--- config.mk ---
export PLATFORM = sky130hd
export DESIGN_NAME = http_chunked_body_decoder_top
export DESIGN_NICKNAME = d
export VERILOG_FILES = /design/src/hdl/hcbd_pkg.sv /design/src/hdl/http_chunked_body_decoder_top.sv
export SDC_FILE = /design/constraint.sdc
export NUM_CORES = 1
export LEC_CHECK = 0
export BUFFER_PORTS_ARGS = -buffer_cell sky130_fd_sc_hd__buf_2
export CORE_ASPECT_RATIO = 1.75
export CORE_UTILIZATION = 45
export DETAILED_ROUTE_END_ITERATION = 12
export PLACE_DENSITY = 0.7
export SYNTH_ARGS = -nofsm -noshare
export SYNTH_HDL_FRONTEND = slang
export SYNTH_SLANG_ARGS = --single-unit
--- constraint.sdc ---
create_clock -name clk -period 4.14 [get_ports clk]
set_clock_uncertainty 0.2 [all_clocks]
set_input_delay 0.828 -clock clk [delete_from_list [all_inputs] [get_ports clk]]
set_output_delay 0.828 -clock clk [all_outputs]
set_load 0.01 [all_outputs]
--- src/hdl/hcbd_pkg.sv ---
package hcbd_pkg;

  localparam int SIZE_BITS_DEF  = 32;
  localparam int COUNT_BITS_DEF = 16;
  localparam int BYTE_W         = 8;
  localparam int LEN_W          = 16;
  localparam int CFG_W          = 16;
  localparam int DIGIT_W        = 4;

  localparam logic [CFG_W-1:0] MAX_OUT_RESET = CFG_W'(4095);

  localparam logic [BYTE_W-1:0] CH_SPACE = 8'h20;
  localparam logic [BYTE_W-1:0] CH_TAB   = 8'h09;
  localparam logic [BYTE_W-1:0] CH_PLUS  = 8'h2B;
  localparam logic [BYTE_W-1:0] CH_MINUS = 8'h2D;
  localparam logic [BYTE_W-1:0] CH_LOW_X = 8'h78;
  localparam logic [BYTE_W-1:0] CH_UP_X  = 8'h58;
  localparam logic [BYTE_W-1:0] CH_CR    = 8'h0D;
  localparam logic [BYTE_W-1:0] CH_LF    = 8'h0A;

  typedef enum logic [5:0] {
    PH_LEAD   = 6'b000001,
    PH_NUM    = 6'b000010,
    PH_REST   = 6'b000100,
    PH_DATA   = 6'b001000,
    PH_TRAIL1 = 6'b010000,
    PH_TRAIL2 = 6'b100000
  } phase_t;

  typedef enum logic [2:0] {
    PFX_FRESH    = 3'b001,
    PFX_ONE_ZERO = 3'b010,
    PFX_CLOSED   = 3'b100
  } prefix_t;

  typedef struct packed {
    logic [BYTE_W-1:0] in_byte;
    logic              body_end;
  } in_item_t;

  typedef struct packed {
    logic [BYTE_W-1:0] out_byte;
    logic              has_byte;
    logic              finished;
    logic [LEN_W-1:0]  decoded_length;
  } out_item_t;

  typedef struct packed {
    logic               valid;
    logic [DIGIT_W-1:0] value;
  } hex_digit_t;

  function automatic hex_digit_t hex_decode(input logic [BYTE_W-1:0] c);
    hex_digit_t h;
    h.valid = 1'b1;
    h.value = '0;
    if (c >= 8'h30 && c <= 8'h39) begin
      h.value = DIGIT_W'(c - 8'h30);
    end else if (c >= 8'h61 && c <= 8'h66) begin
      h.value = DIGIT_W'(c - 8'h57);
    end else if (c >= 8'h41 && c <= 8'h46) begin
      h.value = DIGIT_W'(c - 8'h37);
    end else begin
      h.valid = 1'b0;
    end
    return h;
  endfunction

endpackage

--- src/hdl/http_chunked_body_decoder_top.sv ---
// A result is registered in out_data, or in the skid entry while the output is stalled.
// The parser takes one input byte per cycle while in_ready is high; the per-byte parser
// update is a single registered step, and a two-entry output buffer holds one more
// result while the output is stalled before in_ready drops.
// Reset (rst_n low, synchronous): parser state cleared, output buffer emptied,
// max_output_bytes back to 4095. No clearing pass is needed.
module http_chunked_body_decoder_top #(
  parameter int SIZE_BITS  = hcbd_pkg::SIZE_BITS_DEF,
  parameter int COUNT_BITS = hcbd_pkg::COUNT_BITS_DEF
) (
  input  logic                            clk,
  input  logic                            rst_n,
  input  logic                            in_valid,
  output logic                            in_ready,
  input  hcbd_pkg::in_item_t              in_data,
  output logic                            out_valid,
  input  logic                            out_ready,
  output hcbd_pkg::out_item_t             out_data,
  input  logic                            cfg_wr_en,
  input  logic [hcbd_pkg::CFG_W-1:0]      cfg_wr_data
);

  localparam int CW = (COUNT_BITS > hcbd_pkg::CFG_W) ? COUNT_BITS : hcbd_pkg::CFG_W;
  localparam logic [CW-1:0] COUNT_MAX = CW'((64'd1 << COUNT_BITS) - 64'd1);
  localparam logic [SIZE_BITS-1:0] SIZE_MAX = '1;

  hcbd_pkg::phase_t               phase_r, phase_nxt;
  hcbd_pkg::prefix_t              prefix_r, prefix_nxt;
  logic [SIZE_BITS-1:0]           size_accum_r, size_accum_nxt;
  logic [SIZE_BITS-1:0]           data_left_r, data_left_nxt;
  logic [COUNT_BITS-1:0]          out_count_r, out_count_nxt;
  logic                           size_neg_r, size_neg_nxt;
  logic                           digit_seen_r, digit_seen_nxt;
  logic                           pending_cr_r, pending_cr_nxt;
  logic                           stopped_r, stopped_nxt;
  logic [hcbd_pkg::CFG_W-1:0]     max_out_r;

  hcbd_pkg::out_item_t            out_data_r, skid_r, res;
  logic                           out_valid_r, skid_valid_r;

  logic                           accept, res_valid, emit, do_num, do_rest, cap_stop;
  logic [CW-1:0]                  cap, count_ext, len_ext;
  hcbd_pkg::hex_digit_t           hex;
  logic [SIZE_BITS+hcbd_pkg::DIGIT_W-1:0] shifted;
  logic [hcbd_pkg::BYTE_W-1:0]    c;

  assign in_ready  = !skid_valid_r;
  assign accept    = in_valid && in_ready;
  assign out_valid = out_valid_r;
  assign out_data  = out_data_r;

  always_comb begin
    c         = in_data.in_byte;
    hex       = hcbd_pkg::hex_decode(c);
    shifted   = {size_accum_r, hex.value};
    cap       = (CW'(max_out_r) < COUNT_MAX) ? CW'(max_out_r) : COUNT_MAX;
    count_ext = CW'(out_count_r);
    cap_stop  = stopped_r || (count_ext >= cap);

    phase_nxt      = phase_r;
    prefix_nxt     = prefix_r;
    size_accum_nxt = size_accum_r;
    data_left_nxt  = data_left_r;
    out_count_nxt  = out_count_r;
    size_neg_nxt   = size_neg_r;
    digit_seen_nxt = digit_seen_r;
    pending_cr_nxt = pending_cr_r;
    stopped_nxt    = cap_stop;
    emit           = 1'b0;
    do_num         = 1'b0;
    do_rest        = 1'b0;

    if (!cap_stop) begin
      unique case (phase_r)
        hcbd_pkg::PH_LEAD: begin
          if (c == hcbd_pkg::CH_SPACE || c == hcbd_pkg::CH_TAB) begin
            phase_nxt = hcbd_pkg::PH_LEAD;
          end else if (c == hcbd_pkg::CH_PLUS || c == hcbd_pkg::CH_MINUS) begin
            size_neg_nxt = (c == hcbd_pkg::CH_MINUS);
            phase_nxt    = hcbd_pkg::PH_NUM;
          end else begin
            phase_nxt = hcbd_pkg::PH_NUM;
            do_num    = 1'b1;
          end
        end
        hcbd_pkg::PH_NUM: begin
          do_num = 1'b1;
        end
        hcbd_pkg::PH_REST: begin
          do_rest = 1'b1;
        end
        hcbd_pkg::PH_DATA: begin
          emit          = 1'b1;
          out_count_nxt = out_count_r + 1'b1;
          data_left_nxt = data_left_r - 1'b1;
          if (data_left_r == SIZE_BITS'(1)) begin
            phase_nxt = hcbd_pkg::PH_TRAIL1;
          end
        end
        hcbd_pkg::PH_TRAIL1: begin
          phase_nxt = hcbd_pkg::PH_TRAIL2;
        end
        hcbd_pkg::PH_TRAIL2: begin
          phase_nxt      = hcbd_pkg::PH_LEAD;
          size_accum_nxt = '0;
          size_neg_nxt   = 1'b0;
          digit_seen_nxt = 1'b0;
          prefix_nxt     = hcbd_pkg::PFX_FRESH;
          pending_cr_nxt = 1'b0;
        end
        default: begin
          phase_nxt = hcbd_pkg::PH_LEAD;
        end
      endcase
    end

    if (do_num) begin
      if (hex.valid) begin
        // A carry out of the top nibble means the size no longer fits.
        if (|shifted[SIZE_BITS+hcbd_pkg::DIGIT_W-1:SIZE_BITS]) begin
          size_accum_nxt = SIZE_MAX;
        end else begin
          size_accum_nxt = shifted[SIZE_BITS-1:0];
        end
        if (prefix_r == hcbd_pkg::PFX_FRESH && hex.value == '0) begin
          prefix_nxt = hcbd_pkg::PFX_ONE_ZERO;
        end else begin
          prefix_nxt = hcbd_pkg::PFX_CLOSED;
        end
        digit_seen_nxt = 1'b1;
      end else if ((c == hcbd_pkg::CH_LOW_X || c == hcbd_pkg::CH_UP_X) &&
                   prefix_r == hcbd_pkg::PFX_ONE_ZERO) begin
        prefix_nxt = hcbd_pkg::PFX_CLOSED;
      end else begin
        phase_nxt = hcbd_pkg::PH_REST;
        do_rest   = 1'b1;
      end
    end

    if (do_rest) begin
      if (c == hcbd_pkg::CH_LF && pending_cr_r) begin
        if (!digit_seen_r || size_neg_r || size_accum_r == '0) begin
          stopped_nxt = 1'b1;
        end else begin
          data_left_nxt = size_accum_r;
          phase_nxt     = hcbd_pkg::PH_DATA;
        end
        size_accum_nxt = '0;
        size_neg_nxt   = 1'b0;
        digit_seen_nxt = 1'b0;
        prefix_nxt     = hcbd_pkg::PFX_FRESH;
        pending_cr_nxt = 1'b0;
      end else begin
        pending_cr_nxt = (c == hcbd_pkg::CH_CR);
      end
    end

    len_ext            = CW'(out_count_nxt);
    res.out_byte       = emit ? c : '0;
    res.has_byte       = emit;
    res.finished       = in_data.body_end;
    res.decoded_length = len_ext[hcbd_pkg::LEN_W-1:0];
    res_valid          = accept && (emit || in_data.body_end);
  end

  always_ff @(posedge clk) begin
    if (!rst_n) begin
      phase_r      <= hcbd_pkg::PH_LEAD;
      prefix_r     <= hcbd_pkg::PFX_FRESH;
      size_accum_r <= '0;
      data_left_r  <= '0;
      out_count_r  <= '0;
      size_neg_r   <= 1'b0;
      digit_seen_r <= 1'b0;
      pending_cr_r <= 1'b0;
      stopped_r    <= 1'b0;
    end else if (accept) begin
      if (in_data.body_end) begin
        phase_r      <= hcbd_pkg::PH_LEAD;
        prefix_r     <= hcbd_pkg::PFX_FRESH;
        size_accum_r <= '0;
        data_left_r  <= '0;
        out_count_r  <= '0;
        size_neg_r   <= 1'b0;
        digit_seen_r <= 1'b0;
        pending_cr_r <= 1'b0;
        stopped_r    <= 1'b0;
      end else begin
        phase_r      <= phase_nxt;
        prefix_r     <= prefix_nxt;
        size_accum_r <= size_accum_nxt;
        data_left_r  <= data_left_nxt;
        out_count_r  <= out_count_nxt;
        size_neg_r   <= size_neg_nxt;
        digit_seen_r <= digit_seen_nxt;
        pending_cr_r <= pending_cr_nxt;
        stopped_r    <= stopped_nxt;
      end
    end
  end

  always_ff @(posedge clk) begin
    if (!rst_n) begin
      max_out_r <= hcbd_pkg::MAX_OUT_RESET;
    end else if (cfg_wr_en) begin
      max_out_r <= cfg_wr_data;
    end
  end

  // The skid entry catches a result produced while the output register is stalled.
  always_ff @(posedge clk) begin
    if (!rst_n) begin
      out_valid_r  <= 1'b0;
      skid_valid_r <= 1'b0;
    end else if (!out_valid_r || out_ready) begin
      if (skid_valid_r) begin
        out_valid_r  <= 1'b1;
        skid_valid_r <= 1'b0;
      end else begin
        out_valid_r <= res_valid;
      end
    end else if (res_valid) begin
      skid_valid_r <= 1'b1;
    end
  end

  always_ff @(posedge clk) begin
    if (!out_valid_r || out_ready) begin
      if (skid_valid_r) begin
        out_data_r <= skid_r;
      end else begin
        out_data_r <= res;
      end
    end else if (res_valid) begin
      skid_r <= res;
    end
  end

  a_skid_behind_out: assert property (@(posedge clk) disable iff (!rst_n)
    skid_valid_r |-> out_valid_r)
    else $error("skid entry holds a result while the output register is empty");

  a_no_byte_when_stopped: assert property (@(posedge clk) disable iff (!rst_n)
    (accept && stopped_r) |-> !res.has_byte)
    else $error("payload byte produced after decoding stopped");

  a_end_clears: assert property (@(posedge clk) disable iff (!rst_n)
    (accept && in_data.body_end) |=> (phase_r == hcbd_pkg::PH_LEAD &&
                                       out_count_r == '0 && !stopped_r))
    else $error("parser state not cleared after body end transfer");

  a_data_nonzero: assert property (@(posedge clk) disable iff (!rst_n)
    (phase_r == hcbd_pkg::PH_DATA) |-> (data_left_r != '0))
    else $error("data phase entered with no bytes left");

endmodule

==> reports/metrics.yaml, run 1 <==
run_status:
  status: "completed"
logic_synthesis:
  yosysWarnings: 0
  ys.flop_type: "dfxtp_1"
  synth_cell_types: 78
  synth_top_area_share_pct: 26.07
  seq_area_frac_synth_pct: 44.39
  syn_nets: 969
  syn_inst: 915
  synth_seq_cells: 163
  syn_area_mm2: 0.008523
  synth_edf_count: 52
  yosys-top-cells-area: "dfxtp_1, edfxtp_1, o2bb2ai_1, nand2_1, ha_1"
  synthArstFlopShare_pct: 0
  avgSynthCellArea_um2: 9.315
  yosys.area.top_type: "dfxtp_1"
sta:
  timing.final.ws_setup_ns: 0.4334
  fin_crit_ns: 3.707
  whs_ns: 0.2641
  rsz0062_at_grt: "false"
  relSlewSlack_pct: 40.32
  tns_ns: 0
  worstMarginPinSlew_ns: 0.8943
  finalCritPeriodShare_pct: 89.53
  finalSetupViolCount: 0
  maxSlewViolCount: 0
  hold_viol: 0
  fmaxAchievable_mhz: 269.8
floorplan:
  dieWidth_um: 106.0
  core.rowCount: 66
  start_util_pct: 45.87
  die_y_um: 184.1
  die_area_mm2: 0.01952
  core_area_mm2: 0.01858
  pin_count: 58
global_routing:
  grt.total_usage_pct: 25.71
  grt_pass1_vias: 7315
  grt_max_degree: 32
  grt-ovfl-total: 0
  grt_first_pass_wirelength_um: 38680
  antenna_found_initial: 0
critical_path:
  crit_chain: "ha_1, o211ai_1, o21ai_0, nand4_1, o21ai_0, a211oi_2, o31ai_4, buf_4, o2bb2ai_1"
  cp_slowest_cell: "o31ai_4"
  worstSetupStartpointType: "flip-flop"
  cp.required_ns: 4.31
  critPathKind: "reg -> reg"
  path_max_fanout: 17
  ff2ff_path_depth: 9
  cpMostUsedCell: "o21ai_0"
  cp.arrival_ns: 3.87
  r2r-start: "count_ext[5]"
  r2r-end: "size_accum_r[22]"
  end_kind: "flip-flop"
  reg2reg_slack_ns: 0.43
  cpPeakStageDelay_ns: 0.71
min_path:
  holdPathEnd: "prefix_r[0]"
  holdPathStages: 2
  worstHoldStart: "prefix_r[0]"
  hold_path_class: "reg -> reg"
pwr:
  power.total_uw: 3494
  irDropWorstVdd_v: 0.0002414
  p_per_area_mw_per_mm2: 360.2
  p_leak_uw: 0.003883
placement:
  dpl_worst_slack_ns: 0.2223
  io_buffers: 57
  dpl.hpwl_um: 17390
  gp_congestion: 0.9057
drt:
  drcViolationCount: 0
  viasPerCell: 6.137
  via_count: 7456
  drt-total-wl_um: 24030
  drtIter0Drc: 605
  final_antenna_net_count: 0
  drtPass1Iterations: 7
  routedWlPerCell_um: 19.77
finish:
  drive_above_1_share_pct: 16.07
  diodes: 0
  areaGrowthSynthToFinish_pct: 13.80
  fin_nets: 1018
  fillers: 1723
  final_cell_mix: "dfxtp_1, nand2_1, nor2_1"
  layout_commonest_cell: "dfxtp_1"
clock_network:
  cts_sinks: 163
  clock_latency_ns: 0.44
  root_buffer: "clkbuf_16"
  cts-buffers-inserted: 17
  path_clk_slew_ns: 0.07
  cts_tree: "built"
  cts_resized: 0
  cts_hold_buf: 0
  cts_buffer_depth: 2
  post_cts_buffers: 0
  htreeDepth: 4
run:
  max_cap_violations: 0
power by group:
group	leakage [µW]	internal (µW)	switching, µW
sequential	0.00149	1660	11.4
combinational	0.00211	79.5	153
clock	0.000283	896	690
total	0.00388	2640	854
cell type report:
cell class,count,area [µm²],share of cell area [%]
clock buffer,18,429.2,4.425
clock inverter,14,153.9,1.587
inverter,31,116.4,1.200
multi-input combinational,661,4373,45.09
sequential,163,3784,39.01
tap,238,297.8,3.070
timing repair buffer,90,545.5,5.624
Yosys cell counts (all sizes together), types with 8 or more instances:
library cell	count
xnor2	20
or3	11
o2bb2ai	41
inv	30
and3	14
or4	10
edfxtp	52
o22ai	9
nor3	25
a31oi	13
nand4	22
a32oi	16
a22o	8
nand2	90
buf	17
mux2i	10
o21ai	47
nor4	22
dfxtp	111
a21oi	32
clkbuf	43
nand3	24
mux2	17
o31ai	16
ha	24
and2	14
o211ai	17
nor2	76
stage by stage:
step / instances / util [%] / instance area, µm²
global placement: 1183 / 49.06 / 9116
global route: 1215 / 52.20 / 9699
CTS: 1215 / 52.20 / 9699
detailed placement: 1183 / 49.06 / 9116
floorplan: 915 / - / 8528
finish: 1215 / 52.20 / 9699
critical path: cells and delay by family (launching register included):
| kind | cells | cell delay (ns) |
|---|---|---|
| buffers and inverters | 1 | 0.30 |
| adder cells (fa/ha/maj) | 1 | 0.35 |
| flip-flops | 1 | 0.40 |
| AND/OR/NAND/NOR | 1 | 0.44 |
| AO/OA/AOI/OAI | 6 | 1.92 |
worst max path at each step:
stage	start	end
2_1_floorplan	count_ext[0]	skid_r[0]
3_5_place_dp	in_data[2]	size_accum_r[29]
5_1_grt	max_out_r[13]	size_accum_r[28]
4_1_cts	count_ext[5]	size_accum_r[30]
3_3_place_gp	in_data[2]	size_accum_r[31]
6_report	count_ext[5]	size_accum_r[22]
kinds of logic (layout without fill, tap and decap cells):
family / count (synthesis) / after routing / share of synthesized area [%]
and+or+nand+nor: 344 / 344 / 21.10
AOI/OAI and AO/OA: 240 / 240 / 20.46
DFF: 163 / 163 / 44.39
buffers and inverters: 91 / 153 / 4.433
muxes: 27 / 27 / 3.420
xor gates and xnor gates: 26 / 26 / 2.672
adders and majority gates: 24 / 24 / 3.523
routing by layer:
layer / track usage (%) / share of wire [%] / vias up
met3: 3.899 / 4.3 / 75
li1: - / - / 3542
met4: 17.17 / 5.7 / 0
met5: 0 / 0 / -
met2: 47.24 / 54 / 268
met1: 26.67 / 36 / 3571
registers in the layout, summed over array words and instances (netlist names):
register / flops
size_accum_r: 32
skid_r: 26
max_out_r: 16
stopped_r: 1
count_ext: 16
skid_valid_r: 1
out_valid: 1
digit_seen_r: 1
out_data: 26
pending_cr_r: 1
prefix_r: 3
phase_r: 6
data_left_r: 32
size_neg_r: 1
Note: power is estimated with default switching activity, not from simulation.
==> run 2: changes to the inputs <==
REMOVE_ABC_BUFFERS = 1   (was unset)
TNS_END_PERCENT = 100   (was unset)
==> run 2 against run 1 <==
Non-clock buffer count is 3 higher. Critical path depth stayed put. Via count is 0.51% lower. Sequential power hardly changed. Global-route usage is 0.57 points lower. Critical endpoint is now size_accum_r[7].
==> reports/metrics.yaml, run 2 (synthesis gave the netlist of run 1 again) <==
clock_network:
  cts_buffer_depth: 2
  clock_latency_ns: 0.44
  post_cts_buffers: 0
  cts_tree: "built"
  htreeDepth: 4
  cts-buffers-inserted: 17
  cts_hold_buf: 0
  cts_resized: 0
  path_clk_slew_ns: 0.07
  root_buffer: "clkbuf_16"
  cts_sinks: 163
finish:
  drive_above_1_share_pct: 16.33
  top_regs: "data_left_r (32), size_accum_r (32)"
  layout_commonest_cell: "dfxtp_1"
  fillers: 1772
  register_area_mm2: 0.003784
  finalCoreUtilization_pct: 52.22
  fin_nets: 1021
  final_cell_mix: "dfxtp_1, nand2_1, nor2_1"
  multiInputGateArea_mm2: 0.004367
  final_cells: 1218
  diodes: 0
  areaGrowthSynthToFinish_pct: 13.83
placement:
  dpl.hpwl_um: 17210
  dp.cells: 1186
  gp_congestion: 0.8982
  io_buffers: 57
drt:
  drtIter0Drc: 457
  viasPerCell: 6.090
  drt-total-wl_um: 23560
  drcViolationCount: 0
  routedWlPerCell_um: 19.34
  via_count: 7418
  drtPass1Iterations: 5
  final_antenna_net_count: 0
sta:
  hold_viol: 0
  maxSlewViolCount: 0
  finalCritPeriodShare_pct: 86.80
  relSlewSlack_pct: 31.15
  worstMarginPinSlew_ns: 1.028
  rsz0062_at_grt: "false"
  fmaxAchievable_mhz: 278.3
  finalSetupViolCount: 0
  fin_crit_ns: 3.593
run_status:
  status: "completed"
critical_path:
  crit_chain: "ha_1, o211ai_1, o21ai_0, nand4_1, o21ai_0, a211oi_2, o31ai_4, buf_4, o2bb2ai_1"
  path_max_fanout: 24
  cp.required_ns: 4.29
  cpPeakStageDelay_ns: 0.83
  ff2ff_path_depth: 9
  end_kind: "flip-flop"
  cp_slowest_cell: "o31ai_4"
  critPathKind: "reg -> reg"
  cp.arrival_ns: 3.75
  cp_top_family: "compound AO/OA/AOI/OAI gates"
  cpMostUsedCell: "o21ai_0"
  worstSetupStartpointType: "flip-flop"
  cp.depth: 9
  crit_buf_inv: 1
floorplan:
  die_y_um: 184.1
  core.rowCount: 66
  dieWidth_um: 106.0
  start_util_pct: 45.87
  die_area_mm2: 0.01952
  pin_count: 58
  core_area_mm2: 0.01858
pwr:
  irDropWorstVdd_v: 0.0002770
  p_per_area_mw_per_mm2: 359.2
  p_leak_uw: 0.003891
global_routing:
  grt_max_degree: 32
  grt_pass1_vias: 7449
  grt-ovfl-total: 0
  antenna_found_initial: 0
  grt.total_usage_pct: 25.14
  grt_first_pass_wirelength_um: 38170
run:
  max_cap_violations: 0
min_path:
  hold_path_class: "reg -> reg"
  holdPathStages: 2
-- run 2: worst paths after layout --
path	startpoint	end	slack [ns]
max	count_ext[6]	size_accum_r[7]	0.55
min	prefix_r[0]	prefix_r[0]	0.27
max reg2reg	count_ext[6]	size_accum_r[7]	0.55
min reg2reg	prefix_r[0]	prefix_r[0]	0.27
-- run 2: per-stage QoR --
step | cell area (µm²) | setup TNS (ns) | setup WS (ns) | power, µW | hold slack [ns]
after floorplan | 8262 | -7.897 | -0.3037 | 1835 | 0.2257
after global placement | 9120 | 0 | 0.1899 | 1939 | 0.2479
after detailed placement | 9120 | 0 | 0.1220 | 1942 | 0.2518
after CTS | 9702 | 0 | 0.5384 | 3505 | 0.2621
after global routing | 9702 | 0 | 0.3917 | 3591 | 0.2838
final | 9702 | 0 | 0.5466 | 3484 | 0.2658
-- run 2: worst min-delay path, stage by stage (launching register included) --
cell     delay [ns]
dfxtp_1        0.31
inv_1          0.06
a21oi_1        0.05
-- run 2: final cells by class --
class,instances,area share (%)
inverters,31,1.199
multi-input cells,661,45.01
clock inverters,12,1.174
flip-flops and latches,163,39.00
repair buffers,93,5.726
well taps,238,3.069
clock buffers,20,4.823
-- run 2: metal layers --
| metal | part of all wire [%] | GRT usage [%] | vias up |
|---|---|---|---|
| met5 | 0 | 0 | - |
| met4 | 6.3 | 17.72 | 0 |
| met3 | 4.3 | 4.006 | 97 |
| met2 | 53 | 46.30 | 251 |
| met1 | 37 | 25.49 | 3525 |
| li1 | - | - | 3545 |
-- run 2: where the power goes --
| group | switching (µW) | total (µW) | internal, µW |
|---|---|---|---|
| registers | 10.9 | 1680 | 1660 |
| logic | 152 | 234 | 81.9 |
| clock network | 687 | 1580 | 889 |
==> run 3: changes to the inputs <==
CAP_MARGIN = 30   (was unset)
clock period = 2.9 ns   (was 4.14 ns; I/O delays follow)
==> run 3 against run 2 <==
Die area stayed put. Setup slack worse by 0.48 ns. Power is 44% higher. Sequential share of layout area is 5.0 points lower. Global-route usage grew 2.1 points. Worst hold slack got worse by 0.11 ns. Critical path depth up 4. Largest cell class unchanged.
==> reports/metrics.yaml, run 3 (synthesis gave the netlist of run 1 again) <==
clock_network:
  cts_sinks: 163
  cts-buffers-inserted: 17
  cts_tree: "built"
  path_clk_slew_ns: 0.07
  root_buffer: "clkbuf_16"
  htreeDepth: 4
  cts_buffer_depth: 2
  clock_latency_ns: 0.44
placement:
  io_buffers: 57
  dpl.hpwl_um: 19450
  dpl_worst_slack_ns: -0.3368
  place_area_mm2: 0.01025
  gp_congestion: 0.9536
global_routing:
  grt_pass1_vias: 8043
  gr-usage-met1_pct: 26.77
  grtUsageMet3_pct: 4.715
  grt-ovfl-total: 0
  grt_max_degree: 32
  grt.total_usage_pct: 27.28
  grt_first_pass_wirelength_um: 40870
  grt_use_met2_pct: 49.15
  busiest_layer: "met2"
  antenna_found_initial: 0
sta:
  relSlewSlack_pct: 53.73
  fin_crit_ns: 2.838
  rsz0062_at_grt: "true"
  finalCritPeriodShare_pct: 97.87
  hold_viol: 0
  timing.final.ws_setup_ns: 0.06188
  finalSetupViolCount: 0
  maxSlewViolCount: 0
  worstMarginPinSlew_ns: 0.6915
  fmaxAchievable_mhz: 352.3
critical_path:
  cp.required_ns: 3.07
  path_max_fanout: 9
  worstSetupStartpointType: "flip-flop"
  end_kind: "flip-flop"
  reg2reg_slack_ns: 0.06
  cp.arrival_ns: 3.01
  critPathKind: "reg -> reg"
pwr:
  p_sw_share_pct: 25.82
  p_per_area_mw_per_mm2: 449.5
  switchingPower_uw: 1293
  irDropWorstVdd_v: 0.0003379
  share_comb_of_total_power_pct: 8.8
  p_leak_uw: 0.004707
  p_int_uw: 3713
  clock_power_share_pct: 43.5
  p_seq_share_pct: 47.7
drt:
  drtPass1Iterations: 5
  viasPerCell: 5.924
  via_count: 8134
  final_antenna_net_count: 0
  routedWlPerCell_um: 19.02
  drtIter0Drc: 400
  drt-total-wl_um: 26120
  drcViolationCount: 0
finish:
  drive_above_1_share_pct: 30.93
  final_cell_mix: "buf_4, dfxtp_1, nand2_1"
  fin_nets: 1176
  areaGrowthSynthToFinish_pct: 30.64
  final_area_mm2: 0.01113
  top_regs: "data_left_r (32), size_accum_r (32)"
  layout_commonest_cell: "buf_4"
  diodes: 0
floorplan:
  dieWidth_um: 106.0
  core.rowCount: 66
  start_util_pct: 45.87
  die_area_mm2: 0.01952
  die_y_um: 184.1
  core_area_mm2: 0.01858
  pin_count: 58
run:
  max_cap_violations: 0
min_path:
  hold_path_class: "in -> reg"
run_status:
  status: "completed"
## run 3: final cells by class
cell class	count	area [µm²]
Clock inverter	14	116.4
Multi-Input combinational cell	661	4552
Inverter	31	116.4
Sequential cell	163	3791
Clock buffer	18	439.2
Fill cell	1614	7446
Timing Repair Buffer	248	1822
Tap cell	238	297.8
## run 3: path summary, 6_finish.rpt
| path | start | end | depth (start not counted) |
|---|---|---|---|
| worst max-delay path | count_ext[0] | size_accum_r[22] | 13 |
| worst min-delay path | cfg_wr_data[6] | max_out_r[6] | 3 |
| worst max register to register | count_ext[0] | size_accum_r[22] | 13 |
| worst min register to register | prefix_r[0] | prefix_r[0] | 2 |
## run 3: worst max-delay path: stages (launching register included)
cell and delay, ns:
dfxtp_2 0.33, inv_1 0.05, ha_1 0.27, nand2b_4 0.11, a21oi_2 0.05, buf_4 0.15
o2111a_2 0.32, o21a_1 0.24, buf_6 0.15, o211a_4 0.15, o31ai_4 0.31, buf_12 0.17
clkbuf_16 0.15, o2bb2ai_1 0.11
## run 3: routing by layer
layer	wire length, µm	part of all wire [%]	up-vias
met1	9375	36	3875
met5	0	0	-
met2	13340	51	279
met4	2176	8.3	0
met3	1230	4.7	124
li1	-	-	3856
## run 3: what timing repair did
action                                  4_1_cts  5_1_grt
pin swaps                                     4       18
setup buffers                                 1       10
hold buffers                                  0        0
cloned                                        0        1
resized for setup                             7       44
endpoints found under the setup margin       69       80
## run 3: through the flow
stage / std cells / power [µW] / hold slack (ns) / setup TNS [ns] / utilization (%)
3_5_place_dp: 1330 / 2848 / 0.2476 / -19.00 / 55.17
2_1_floorplan: 855 / 2619 / 0.2257 / -79.80 / -
3_3_place_gp: 1330 / 2839 / 0.2432 / -15.34 / 55.17
6_report: 1373 / 5005 / 0.1560 / 0 / 59.93
4_1_cts: 1363 / 4990 / 0.1511 / -0.007297 / 58.36
5_1_grt: 1373 / 5152 / 0.1577 / -0.7437 / 59.93
## run 3: power by group through the flow
stage          Clock, µW  Sequential, µW  Combinational [µW]
4_1_cts             2190            2390                 411
6_report            2180            2390                 439
5_1_grt             2280            2390                 475
3_5_place_dp           0            2440                 408
3_3_place_gp           0            2440                 400
2_1_floorplan          0            2450                 171
